`src/rtl/core/mfde_pkg.sv`:
```
`default_nettype none

package mfde_pkg;

  // Panel geometry
  localparam int WIDTH_PIXELS  = 128;
  localparam int HEIGHT_PIXELS = 64;
  localparam int PAGE_COUNT    = HEIGHT_PIXELS / 8;
  localparam int STORE_BYTES   = WIDTH_PIXELS * PAGE_COUNT;
  localparam int ADDR_W        = $clog2(STORE_BYTES);

  // Coordinate widths: columns reach pos_x + rect_width - 1, rows pos_y + rect_height - 1
  localparam int XW  = 9;
  localparam int YW  = 8;
  localparam int PGW = YW - 3;

  localparam logic [XW-1:0]  X_MAX    = XW'(WIDTH_PIXELS - 1);
  localparam logic [PGW-1:0] PAGE_MAX = PGW'(PAGE_COUNT - 1);
  localparam logic [YW-1:0]  ROW_LAST = YW'(PAGE_COUNT * 8 - 1);

  localparam int SQUARE_SIDE = 8;

  // Command queue between front and back
  localparam int QUEUE_DEPTH = 2;
  localparam int QAW         = $clog2(QUEUE_DEPTH);

  typedef enum logic [2:0] {
    MODE_CLEAR  = 3'd0,
    MODE_RECT   = 3'd1,
    MODE_SQUARE = 3'd2,
    MODE_PIXEL  = 3'd3,
    MODE_READ   = 3'd4
  } mode_t;

  typedef enum logic [1:0] {
    OP_NOP,
    OP_DRAW,
    OP_READ
  } op_t;

  typedef enum logic [2:0] {
    B_IDLE,
    B_RUN,
    B_DRAIN,
    B_READ,
    B_DONE
  } back_state_t;

  // One classified command: a clipped byte walk, a store read, or nothing
  typedef struct packed {
    op_t            op;
    logic           is_read;
    logic [XW-1:0]  left;
    logic [XW-1:0]  right;
    logic [XW-1:0]  col_last;
    logic [YW-1:0]  top;
    logic [YW-1:0]  bot;
    logic [PGW-1:0] page_first;
    logic [PGW-1:0] page_last;
    logic           fill;
    logic           color;
    logic [9:0]     byte_index;
  } job_t;

  // Whole-panel fill, used by the clear command and the reset sweep
  function automatic job_t clear_job(input logic color);
    job_t j;
    j            = '0;
    j.op         = OP_DRAW;
    j.is_read    = 1'b0;
    j.left       = '0;
    j.right      = X_MAX;
    j.col_last   = X_MAX;
    j.top        = '0;
    j.bot        = ROW_LAST;
    j.page_first = '0;
    j.page_last  = PAGE_MAX;
    j.fill       = 1'b1;
    j.color      = color;
    return j;
  endfunction

endpackage

`default_nettype wire

```
`src/rtl/core/mfde_queue.sv`:
```
`default_nettype none

module mfde_queue (
  input  wire logic            clk,
  input  wire logic            rst_n,
  input  wire logic            push,
  input  wire mfde_pkg::job_t  push_job,
  output logic                 full,
  input  wire logic            pop,
  output mfde_pkg::job_t       pop_job,
  output logic                 valid
);

  mfde_pkg::job_t                 entry_r [mfde_pkg::QUEUE_DEPTH];
  logic [mfde_pkg::QAW-1:0]       wr_ptr_r, wr_ptr_nxt;
  logic [mfde_pkg::QAW-1:0]       rd_ptr_r, rd_ptr_nxt;
  logic [mfde_pkg::QAW:0]         count_r, count_nxt;

  assign full    = (count_r == (mfde_pkg::QAW+1)'(mfde_pkg::QUEUE_DEPTH));
  assign valid   = (count_r != '0);
  assign pop_job = entry_r[rd_ptr_r];

  // Advance pointers and occupancy
  always_comb begin
    wr_ptr_nxt = wr_ptr_r;
    rd_ptr_nxt = rd_ptr_r;
    count_nxt  = count_r;
    if (push) begin
      wr_ptr_nxt = (wr_ptr_r == mfde_pkg::QAW'(mfde_pkg::QUEUE_DEPTH - 1)) ?
                   '0 : wr_ptr_r + mfde_pkg::QAW'(1);
    end
    if (pop) begin
      rd_ptr_nxt = (rd_ptr_r == mfde_pkg::QAW'(mfde_pkg::QUEUE_DEPTH - 1)) ?
                   '0 : rd_ptr_r + mfde_pkg::QAW'(1);
    end
    if (push && !pop) begin
      count_nxt = count_r + (mfde_pkg::QAW+1)'(1);
    end else if (pop && !push) begin
      count_nxt = count_r - (mfde_pkg::QAW+1)'(1);
    end
  end

  always_ff @(posedge clk) begin
    if (!rst_n) begin
      wr_ptr_r <= '0;
      rd_ptr_r <= '0;
      count_r  <= '0;
    end else begin
      wr_ptr_r <= wr_ptr_nxt;
      rd_ptr_r <= rd_ptr_nxt;
      count_r  <= count_nxt;
    end
  end

  // Store the item
  always_ff @(posedge clk) begin
    if (push) begin
      entry_r[wr_ptr_r] <= push_job;
    end
  end

endmodule

`default_nettype wire

```
`config.mk`:
```
export PLATFORM = sky130hd
export DESIGN_NAME = mfde_queue
export DESIGN_NICKNAME = d
export VERILOG_FILES = /design/src/rtl/core/mfde_pkg.sv /design/src/rtl/core/mfde_queue.sv
export SDC_FILE = /design/constraint.sdc
export NUM_CORES = 1
export LEC_CHECK = 0
export ABC_AREA = 1
export BUFFER_PORTS_ARGS = -buffer_cell sky130_fd_sc_hd__buf_2
export CAP_MARGIN = 0
export CELL_PAD_IN_SITES_DETAIL_PLACEMENT = 1
export CELL_PAD_IN_SITES_GLOBAL_PLACEMENT = 1
export CORE_MARGIN = 5
export CORE_UTILIZATION = 44
export CTS_CLUSTER_SIZE = 30
export DETAILED_ROUTE_END_ITERATION = 8
export GPL_TIMING_DRIVEN = 0
export PLACE_DENSITY_LB_ADDON = 0.1
export SKIP_LAST_GASP = 1
export SLEW_MARGIN = 30
export SYNTH_ARGS = -nofsm -noshare
export SYNTH_HDL_FRONTEND = slang
export SYNTH_SLANG_ARGS = --single-unit
```
`constraint.sdc`:
```
create_clock -name clk -period 4.5 [get_ports clk]
set_input_delay 0.675 -clock clk [delete_from_list [all_inputs] [get_ports clk]]
set_output_delay 0.675 -clock clk [all_outputs]
set_load 0.01 [all_outputs]
```
==> reports/results.ini <==
[outcome]
status=finished, final reports clean

[grt]
grt_pass1_wl_um=16200
grt_pass1_vias=3030
grt_max_degree=40
grtUsageTotal_pct=15.2
globalRoute.totalOverflow=0
grt_antenna_before_repair=1

[worst_setup_path]
crit-reg2reg-capture=entry_r[1][43]
reg2reg_depth=3
critPathRequiredTime_ns=3.83
critPathBufInv=4
crit_arrival_ns=1.64
critPathLaunchType=flop
setup.reg_to_reg.worst_slack_ns=3.02
worstPathCellList=buf_6, buf_6, buf_8, mux2_4, buf_2
crit_path_end_kind=output pin
crit_top_cell=buf_6
crit_fanout=10
crit_type=flop to output pin
crit_family=buffers and inverters
r2r-start=wr_ptr_r
cp_slowest_cell=dfxtp_1
max_stage_delay_ns=0.33

[clocking]
cts_buffers=17
cts_tree=done
cts_sinks=141
cts_root_buffer=clkbuf_16
clockBufferDepth=2
clock_latency_ns=0.41
cts_setup_buffers=0
h-tree-depth=4
path_clk_slew_ns=0.06
cts_resized=0
cts_hold_buf=0

[yosys]
yosysWarnings=0
synth.ff_latch_count=141
syn_nets=320
synth_largest_area_cell=edfxtp_1
syn_inst=247
seq_area_frac_synth_pct=80.1
syn_area_mm2=0.00523
ys_types=15
synthTopCellsByArea=edfxtp_1 (78%), mux2_2 (10%), mux2_4 (5.7%)
syn_avg_cell_area_um2=21.2
synth_top_area_share_pct=78.2

[floorplan]
ios=142
core_area_mm2=0.0115
die_area_mm2=0.0142
fp.dieH_um=119
initial_core_util_pct=45.4
fp.dieW_um=119
num_rows=39

[final_layout]
seq_area_mm2=0.00418
layout_commonest_cell=buf_2
most-common-layout-cells=buf_2 (145), edfxtp_1 (136), mux2_2 (48)
final_core_util_pct=58.9
syn_to_final_growth_pct=29.8
final_layout_size_suffix_gt1_share_pct=59.3
fill_cells=1054
multiInputGateArea_um2=946
fin_nets=484

[timing]
slew_violations=0
fin_crit_ns=2.32
fin_crit_sh_pct=51.5
fmax_mhz=431
fin_ws_ns=2.18
clock-skew-final_ns=0.00573
finalSetupViolCount=0
timing.final.hold_violations=0
max_slew_margin_pct=72.2
grt_setup_unrepaired=no
tightest_slew_ns=0.417

[hold_path]
hold-path-endpoint=entry_r[0][7]
hp-class=primary input to flop
min_from=push_job[7]
hold_depth=1

[pwr]
p_per_area_mw_per_mm2=462
cellLeakagePower_nw=2.65
p_total_w=0.00313
peakVddDrop_v=0.000254

[route]
routed_wl_um=10400
drc=0
antenna_left=0
vias=2737
wl_per_cell_um=18.3
avgViaCountPerCell=4.83
drt-initial-drc-count=97
drtPass1Iterations=4

[placed_design]
hpwl_um=7360
finalWeightedCongestion=0.680
pre_cts_ws_ns=2.54
io_buffers=141

[run]
cap_violations=0

how the worst max path moves through the flow:
stage	startpoint	end	slack (ns)	cells after the start
after floorplan	push	entry_r[0][0]	0.44	2
after global placement	push	entry_r[0][28]	-1.51	3
after detailed placement	push	entry_r[0][30]	2.54	5
after CTS	flop	pop_job[32]	2.13	5
after global routing	flop	pop_job[45]	2.08	5
final	flop	pop_job[32]	2.18	5
layer usage:
metal	share of wire (%)	GRT usage, %
met1	39	17.3
met2	52	26.1
met3	6.7	5.64
met4	1.2	5.87
met5	0.14	0
final cells by class:
class	instances	share of cell area, %
timing repair buffer	145	11.9
tap	143	2.64
multi-input combinational	90	14.0
buffer	8	1.07
sequential	141	61.7
clock buffer	18	6.33
inverter	8	0.480
clock inverter	13	1.86
antenna	1	0.0369
kinds of logic (layout without fill, tap and decap cells):
kind of cell	Yosys count	count (layout)	synth area share [%]
fa+ha+maj	1	1	0.239
other cells	0	1	0
flops	141	141	80.1
mux	68	68	16.1
compound gates	2	2	0.191
simple gates	19	19	1.44
buf+inv	16	192	1.96
worst reg2reg max path, cell delays in order, from the launching register on:
cell     delay (ns)
dfxtp_1        0.39
nand2_1        0.13
inv_4          0.33
buf_12         0.29
Yosys cell counts, drive strengths merged:
cell type and number:
edfxtp 136, nand4 1, inv 8, nand2 9, ha 1, a21oi 1
nor2 8, o21ai 1, dfxtp 5, mux2 68, nand3 1, buf 8
per-stage QoR:
step / TNS, ns / hold WS (ns) / cell area [µm²] / instances
after global routing: 0 / 0.433 / 6780 / 566
final: 0 / 0.457 / 6780 / 567
after CTS: 0 / 0.434 / 6780 / 566
after floorplan: 0 / 0.463 / 5230 / 247
after detailed placement: 0 / 0.508 / 6220 / 535
after global placement: -102.75 / 0.479 / 6110 / 531
sequential cells by signal, indices dropped and copies added, names as in the netlist, named ones only:
signal    flops
entry_r     136
wr_ptr_r      1
rd_ptr_r      1
count_r       2
where the power goes:
group          internal [W]  switching, W  total [W]  leakage (nW)
logic              0.000148      0.000151   0.000299          1.07
registers           0.00152     0.0000175    0.00154          1.32
clock network      0.000803      0.000496    0.00130         0.262
(Power assumes the default switching activity.)
