`config.mk`:
```
export PLATFORM = sky130hd
export DESIGN_NAME = mfde_front_flat
export DESIGN_NICKNAME = d
export VERILOG_FILES = /design/src/rtl/core/mfde_pkg.sv /design/src/rtl/core/mfde_if.sv /design/src/rtl/core/mfde_front.sv /design/src/flat_wrapper.sv
export SDC_FILE = /design/constraint.sdc
export NUM_CORES = 1
export LEC_CHECK = 0
export BUFFER_PORTS_ARGS = -buffer_cell sky130_fd_sc_hd__buf_2
export CORE_ASPECT_RATIO = 1.1
export CORE_MARGIN = 2
export CORE_UTILIZATION = 48
export DETAILED_ROUTE_END_ITERATION = 12
export GPL_TIMING_DRIVEN = 0
export PLACE_DENSITY = 0.86
export SYNTH_ARGS = -nofsm -noshare
export SYNTH_HDL_FRONTEND = slang
export SYNTH_SLANG_ARGS = --single-unit
```
`constraint.sdc`:
```
create_clock -name vclk -period 3.15
set_clock_uncertainty 0.2 [all_clocks]
set_input_delay 0.315 -clock vclk [all_inputs]
set_output_delay 0.315 -clock vclk [all_outputs]
set_load 0.03 [all_outputs]
```
`src/rtl/core/mfde_pkg.sv`:
```
`default_nettype none

package mfde_pkg;

  // Panel geometry
  localparam int WIDTH_PIXELS  = 128;
  localparam int HEIGHT_PIXELS = 64;
  localparam int PAGE_COUNT    = HEIGHT_PIXELS / 8;
  localparam int STORE_BYTES   = WIDTH_PIXELS * PAGE_COUNT;
  localparam int ADDR_W        = $clog2(STORE_BYTES);

  // Coordinate widths: columns reach pos_x + rect_width - 1, rows pos_y + rect_height - 1
  localparam int XW  = 9;
  localparam int YW  = 8;
  localparam int PGW = YW - 3;

  localparam logic [XW-1:0]  X_MAX    = XW'(WIDTH_PIXELS - 1);
  localparam logic [PGW-1:0] PAGE_MAX = PGW'(PAGE_COUNT - 1);
  localparam logic [YW-1:0]  ROW_LAST = YW'(PAGE_COUNT * 8 - 1);

  localparam int SQUARE_SIDE = 8;

  // Command queue between front and back
  localparam int QUEUE_DEPTH = 2;
  localparam int QAW         = $clog2(QUEUE_DEPTH);

  typedef enum logic [2:0] {
    MODE_CLEAR  = 3'd0,
    MODE_RECT   = 3'd1,
    MODE_SQUARE = 3'd2,
    MODE_PIXEL  = 3'd3,
    MODE_READ   = 3'd4
  } mode_t;

  typedef enum logic [1:0] {
    OP_NOP,
    OP_DRAW,
    OP_READ
  } op_t;

  typedef enum logic [2:0] {
    B_IDLE,
    B_RUN,
    B_DRAIN,
    B_READ,
    B_DONE
  } back_state_t;

  // One classified command: a clipped byte walk, a store read, or nothing
  typedef struct packed {
    op_t            op;
    logic           is_read;
    logic [XW-1:0]  left;
    logic [XW-1:0]  right;
    logic [XW-1:0]  col_last;
    logic [YW-1:0]  top;
    logic [YW-1:0]  bot;
    logic [PGW-1:0] page_first;
    logic [PGW-1:0] page_last;
    logic           fill;
    logic           color;
    logic [9:0]     byte_index;
  } job_t;

  // Whole-panel fill, used by the clear command and the reset sweep
  function automatic job_t clear_job(input logic color);
    job_t j;
    j            = '0;
    j.op         = OP_DRAW;
    j.is_read    = 1'b0;
    j.left       = '0;
    j.right      = X_MAX;
    j.col_last   = X_MAX;
    j.top        = '0;
    j.bot        = ROW_LAST;
    j.page_first = '0;
    j.page_last  = PAGE_MAX;
    j.fill       = 1'b1;
    j.color      = color;
    return j;
  endfunction

endpackage

`default_nettype wire

```
`src/rtl/core/mfde_if.sv`:
```
`default_nettype none

// Command channel
interface mfde_in_if;
  logic       valid;
  logic       ready;
  logic [2:0] mode;
  logic [6:0] pos_x;
  logic [5:0] pos_y;
  logic [7:0] rect_width;
  logic [6:0] rect_height;
  logic       color;
  logic [9:0] byte_index;

  modport source (output valid, mode, pos_x, pos_y, rect_width, rect_height, color,
                  byte_index, input ready);
  modport sink   (input valid, mode, pos_x, pos_y, rect_width, rect_height, color,
                  byte_index, output ready);
endinterface


`default_nettype wire

```
`src/rtl/core/mfde_front.sv`:
```
`default_nettype none

module mfde_front (
  mfde_in_if.sink           in_ch,
  input  wire logic         init_busy,
  input  wire logic         q_full,
  output logic              q_push,
  output mfde_pkg::job_t    q_job
);

  mfde_pkg::job_t job;
  logic           draw;

  // Take an item whenever the queue has room and the store is not being swept
  assign in_ch.ready = !q_full && !init_busy;
  assign q_push      = in_ch.valid && in_ch.ready;
  assign q_job       = job;

  // Classify the command into a clipped byte walk, a read or nothing
  always_comb begin
    job            = '0;
    job.op         = mfde_pkg::OP_NOP;
    job.is_read    = 1'b0;
    job.fill       = 1'b1;
    job.color      = in_ch.color;
    job.left       = mfde_pkg::XW'(in_ch.pos_x);
    job.top        = mfde_pkg::YW'(in_ch.pos_y);
    job.right      = mfde_pkg::XW'(in_ch.pos_x);
    job.bot        = mfde_pkg::YW'(in_ch.pos_y);
    job.byte_index = in_ch.byte_index;
    draw           = 1'b0;

    case (in_ch.mode)
      mfde_pkg::MODE_CLEAR: begin
        job = mfde_pkg::clear_job(in_ch.color);
      end
      mfde_pkg::MODE_RECT: begin
        if (in_ch.rect_width != 8'd0 && in_ch.rect_height != 7'd0) begin
          draw      = 1'b1;
          job.right = mfde_pkg::XW'(in_ch.pos_x) + mfde_pkg::XW'(in_ch.rect_width)
                      - mfde_pkg::XW'(1);
          job.bot   = mfde_pkg::YW'(in_ch.pos_y) + mfde_pkg::YW'(in_ch.rect_height)
                      - mfde_pkg::YW'(1);
          // lit draws the outline, dark clears the whole area
          job.fill  = !in_ch.color;
        end
      end
      mfde_pkg::MODE_SQUARE: begin
        draw      = 1'b1;
        job.right = mfde_pkg::XW'(in_ch.pos_x) + mfde_pkg::XW'(mfde_pkg::SQUARE_SIDE - 1);
        job.bot   = mfde_pkg::YW'(in_ch.pos_y) + mfde_pkg::YW'(mfde_pkg::SQUARE_SIDE - 1);
        job.color = 1'b1;
      end
      mfde_pkg::MODE_PIXEL: begin
        draw = 1'b1;
      end
      mfde_pkg::MODE_READ: begin
        job.is_read = 1'b1;
        job.op      = (32'(in_ch.byte_index) < mfde_pkg::STORE_BYTES) ?
                      mfde_pkg::OP_READ : mfde_pkg::OP_NOP;
      end
      default: ;
    endcase

    // Clip to the panel; an origin off the panel draws nothing
    if (draw && job.left <= mfde_pkg::X_MAX &&
        job.top[mfde_pkg::YW-1:3] <= mfde_pkg::PAGE_MAX) begin
      job.op         = mfde_pkg::OP_DRAW;
      job.col_last   = (job.right > mfde_pkg::X_MAX) ? mfde_pkg::X_MAX : job.right;
      job.page_first = job.top[mfde_pkg::YW-1:3];
      job.page_last  = (job.bot[mfde_pkg::YW-1:3] > mfde_pkg::PAGE_MAX) ?
                       mfde_pkg::PAGE_MAX : job.bot[mfde_pkg::YW-1:3];
    end
  end

endmodule

`default_nettype wire

```
`src/flat_wrapper.sv`:
```
// flat-port wrapper written by rule: the top's interface ports become plain ports
module mfde_front_flat 
  (init_busy, q_full, q_push, q_job, in_ch_valid, in_ch_mode, in_ch_pos_x, in_ch_pos_y, in_ch_rect_width, in_ch_rect_height, in_ch_color, in_ch_byte_index, in_ch_ready);
  mfde_in_if in_ch_i ();
  input  wire logic init_busy;
  input  wire logic q_full;
  output logic q_push;
  output mfde_pkg::job_t q_job;
  input wire logic [$bits(in_ch_i.valid)-1:0] in_ch_valid;
  input wire logic [$bits(in_ch_i.mode)-1:0] in_ch_mode;
  input wire logic [$bits(in_ch_i.pos_x)-1:0] in_ch_pos_x;
  input wire logic [$bits(in_ch_i.pos_y)-1:0] in_ch_pos_y;
  input wire logic [$bits(in_ch_i.rect_width)-1:0] in_ch_rect_width;
  input wire logic [$bits(in_ch_i.rect_height)-1:0] in_ch_rect_height;
  input wire logic [$bits(in_ch_i.color)-1:0] in_ch_color;
  input wire logic [$bits(in_ch_i.byte_index)-1:0] in_ch_byte_index;
  output wire logic [$bits(in_ch_i.ready)-1:0] in_ch_ready;
  assign in_ch_i.valid = in_ch_valid;
  assign in_ch_i.mode = in_ch_mode;
  assign in_ch_i.pos_x = in_ch_pos_x;
  assign in_ch_i.pos_y = in_ch_pos_y;
  assign in_ch_i.rect_width = in_ch_rect_width;
  assign in_ch_i.rect_height = in_ch_rect_height;
  assign in_ch_i.color = in_ch_color;
  assign in_ch_i.byte_index = in_ch_byte_index;
  assign in_ch_ready = in_ch_i.ready;
  mfde_front u_core (.in_ch(in_ch_i), .init_busy(init_busy), .q_full(q_full), .q_push(q_push), .q_job(q_job));
endmodule
```
==> metrics.txt <==
# TYPE chip_impl_metric gauge
chip_impl_metric{name="nClkBuffers",unit=""} 0
chip_impl_metric{name="syn_avg_cell_area",unit="um2"} 6.37
chip_impl_metric{name="power.leakage",unit="nW"} 1.60
chip_impl_metric{name="critical_path.max_fanout",unit=""} 3
chip_impl_metric{name="die_width",unit="um"} 66.7
chip_impl_metric{name="dpl.hpwl",unit="um"} 5350
chip_impl_metric{name="dpl_cell_area",unit="um2"} 2710
chip_impl_metric{name="place.port_buffers",unit=""} 105
chip_impl_metric{name="cp_data_arrival_time",unit="ps"} 2650
chip_impl_metric{name="route.vias.total",unit=""} 2888
chip_impl_info{name="whs_endpoint",value="in_ch_ready"} 1
chip_impl_metric{name="synth.mux.area_fraction",unit=""} 0
chip_impl_metric{name="final.setup.worst_slack",unit="ps"} -17.6
chip_impl_metric{name="drc",unit=""} 1
chip_impl_metric{name="num_io_pins",unit=""} 115
chip_impl_metric{name="nFillCells",unit=""} 307
chip_impl_metric{name="stdcell_area",unit="um2"} 3170
chip_impl_metric{name="synth_simple_gate_area_frac",unit=""} 0.240
chip_impl_metric{name="synthesis.area",unit="um2"} 2080
chip_impl_info{name="hold_path.class",value="input port to primary output"} 1
chip_impl_metric{name="tightest_slew",unit="ps"} 848
chip_impl_metric{name="power.density_cell_area",unit="nW/um2"} 235
chip_impl_metric{name="antenna_left",unit=""} 0
chip_impl_metric{name="timing.critical_path.required",unit="ps"} 2630
chip_impl_metric{name="first_iter_violations",unit=""} 268
chip_impl_metric{name="firstDrtPassIters",unit=""} 10
chip_impl_metric{name="drv.max_cap_violation_count",unit=""} 0
chip_impl_metric{name="report.final.hold_viol_count",unit=""} 0
chip_impl_info{name="layout.cells.most_common_list",value="sky130_fd_sc_hd__buf_2 (86), sky130_fd_sc_hd__inv_1 (46), sky130_fd_sc_hd__buf_4 (33), sky130_fd_sc_hd__nor2_1 (31), sky130_fd_sc_hd__a21oi_1 (18)"} 1
chip_impl_metric{name="max_freq",unit="MHz"} 316
chip_impl_metric{name="worst_slew_margin_rel",unit=""} 0.435
chip_impl_metric{name="place.gp.congestion",unit=""} 0.943
chip_impl_metric{name="multi_input_area",unit="um2"} 2000
chip_impl_metric{name="final.period_utilization",unit=""} 1.01
chip_impl_metric{name="synth_xor_area_frac",unit=""} 0.0591
chip_impl_info{name="critPathCaptureType",value="primary output"} 1
chip_impl_metric{name="sequential_cell_area",unit="um2"} 0
chip_impl_metric{name="pre_cts_slack",unit="ps"} -244
chip_impl_metric{name="synth_adder_area_share",unit=""} 0.188
chip_impl_metric{name="worst_vdd_ir",unit="mV"} 0.146
chip_impl_metric{name="post_synth_num_cell_types",unit=""} 56
chip_impl_metric{name="ys_seq_area_frac",unit=""} 0
chip_impl_metric{name="hold_path_depth",unit=""} 3
chip_impl_metric{name="grt_antenna_before_repair",unit=""} 0
chip_impl_info{name="run_status",value="complete, but fails checks"} 1
chip_impl_metric{name="areaGrowthSynthToFinish",unit="%"} 52.8
chip_impl_metric{name="drive_above_1_share",unit=""} 0.415
chip_impl_metric{name="fp.dieArea",unit="um2"} 4870
chip_impl_info{name="layout_commonest_cell",value="sky130_fd_sc_hd__buf_2"} 1
chip_impl_info{name="largest_family_of_logic_cells_by_synthesized_area",value="compound AO/OA/AOI/OAI gates"} 1
chip_impl_metric{name="pin_count_of_the_biggest_net_entering_global_routing",unit=""} 11
chip_impl_metric{name="postRouteWirelength",unit="um"} 8130
chip_impl_metric{name="vias_per_cell",unit=""} 5.72
chip_impl_metric{name="p_total",unit="mW"} 0.745
chip_impl_metric{name="nets",unit=""} 528
chip_impl_metric{name="initial_core_util",unit=""} 0.492
chip_impl_metric{name="synth-compound-area-share",unit=""} 0.325
chip_impl_metric{name="first_global_vias",unit=""} 2410
chip_impl_info{name="worstHoldStart",value="q_full"} 1
chip_impl_metric{name="final-setup-viol-count",unit=""} 2
chip_impl_metric{name="wire_per_inst",unit="um"} 16.1
chip_impl_metric{name="antenna_cells_inserted",unit=""} 0
chip_impl_metric{name="die_span_in_y",unit="um"} 73.0
chip_impl_metric{name="core",unit="um2"} 4220
chip_impl_metric{name="grt_remaining_overflow",unit=""} 0
chip_impl_metric{name="finalWorstPathRequiredPeriod",unit="ps"} 3170
chip_impl_metric{name="slew_viol_final",unit=""} 0
chip_impl_metric{name="synth_instances",unit=""} 326
chip_impl_metric{name="holdWs",unit="ps"} 703
chip_impl_metric{name="yosys_warnings",unit=""} 0
chip_impl_metric{name="nFlopsAndLatches",unit=""} 0
chip_impl_info{name="startpoint_type",value="input port"} 1
chip_impl_metric{name="number_of_hold_buffers_added_after_cts",unit=""} 0
chip_impl_metric{name="placementRows",unit=""} 25
chip_impl_info{name="failing_checks",value="design-rule violations, negative setup slack"} 1
chip_impl_metric{name="track_usage",unit=""} 0.267
chip_impl_info{name="timing_worst_setup_path_type",value="input port to primary output"} 1
chip_impl_metric{name="first_pass_grt_wire_length",unit="um"} 10400
## power by group
part           total (mW)  internal [mW]  switching [mW]
registers               0              0               0
clock network           0              0               0
logic               0.745          0.302           0.443
total               0.745          0.302           0.443
## critical path: stages
cell	delay (ps)
sky130_fd_sc_hd__buf_8	90
sky130_fd_sc_hd__inv_6	40
sky130_fd_sc_hd__ha_4	250
sky130_fd_sc_hd__inv_2	40
sky130_fd_sc_hd__ha_4	150
sky130_fd_sc_hd__fa_2	370
sky130_fd_sc_hd__a211oi_2	280
sky130_fd_sc_hd__o21bai_1	130
sky130_fd_sc_hd__a21oi_1	180
sky130_fd_sc_hd__xor2_1	250
sky130_fd_sc_hd__buf_4	150
sky130_fd_sc_hd__buf_4	90
sky130_fd_sc_hd__buf_4	90
sky130_fd_sc_hd__o21ai_1	50
sky130_fd_sc_hd__buf_4	200
## synthesized netlist by cell type, types with 3 or more instances
master                     number  area (um2)
sky130_fd_sc_hd__o21ai_0       17        85.1
sky130_fd_sc_hd__ha_1          28         350
sky130_fd_sc_hd__nor2b_1       13        81.3
sky130_fd_sc_hd__inv_1         66         248
sky130_fd_sc_hd__buf_4         10        75.1
sky130_fd_sc_hd__a31oi_1        9        56.3
sky130_fd_sc_hd__clkbuf_1       5        18.8
sky130_fd_sc_hd__o221ai_1       3        26.3
sky130_fd_sc_hd__nand2b_1       6        37.5
sky130_fd_sc_hd__nor2_1        31         116
sky130_fd_sc_hd__nand2_1       16        60.1
sky130_fd_sc_hd__a21oi_1       21         105
sky130_fd_sc_hd__and2_1         4        25.0
sky130_fd_sc_hd__nor3_1         9        45.0
sky130_fd_sc_hd__xor2_1         5        43.8
sky130_fd_sc_hd__nand3_1        7        35.0
sky130_fd_sc_hd__nor3b_1        5        37.5
sky130_fd_sc_hd__o311ai_1       3        26.3
sky130_fd_sc_hd__o21a_1         6        45.0
sky130_fd_sc_hd__xnor2_1        9        78.8
sky130_fd_sc_hd__a21o_1         7        52.6
## area by class of cell
cell class                 count  share of cell area
tap                           54              0.0213
multi-input combinational    248               0.632
timing repair buffer         116               0.218
inverter                      67              0.0868
buffer                        20              0.0418
## per-layer routing
layer  up-vias  part of all wire  routed length [um]  global-route usage
met4         0             0.047                 378              0.0975
met1      1303              0.37                3000               0.331
met5         -                 0                   0                   0
met2       190              0.50                4080               0.476
met3        43             0.082                 666              0.0231
li1       1352                 -                   -                   -
## through the flow
stage                     instances   util  setup TNS [ps]
final                           505  0.751           -21.7
after global routing            505  0.751            -768
after CTS                       501  0.685               0
after detailed placement        494  0.643           -1460
after global placement          494  0.643            -935
after floorplan                 335      -               0
## cells by family after synthesis
group / after synthesis
AO/OA/AOI/OAI: 95
XOR/XNOR: 14
adder cells (fa/ha/maj): 30
buffers and inverters: 87
other: 1
AND/OR/NAND/NOR: 99
## how the worst max path moves through the flow
stage | from | end | slack (ps) | cells past startpoint
2_1_floorplan | in_ch_pos_x[1] | q_job[38] | 20 | 11
3_3_place_gp | in_ch_pos_y[1] | q_job[13] | -160 | 13
3_5_place_dp | in_ch_pos_y[1] | q_job[14] | -240 | 13
4_1_cts | in_ch_pos_x[1] | q_job[40] | 4 | 13
5_1_grt | in_ch_pos_x[1] | q_job[41] | -100 | 13
6_report | in_ch_pos_x[1] | q_job[54] | -20 | 15
## repair_timing
item,in CTS,in global routing
pin swaps,11,24
resized for setup,28,71
cloned,0,0
buffers inserted,7,4
setup endpoints to repair,11,13
Note: power is estimated with default switching activity, not from simulation.
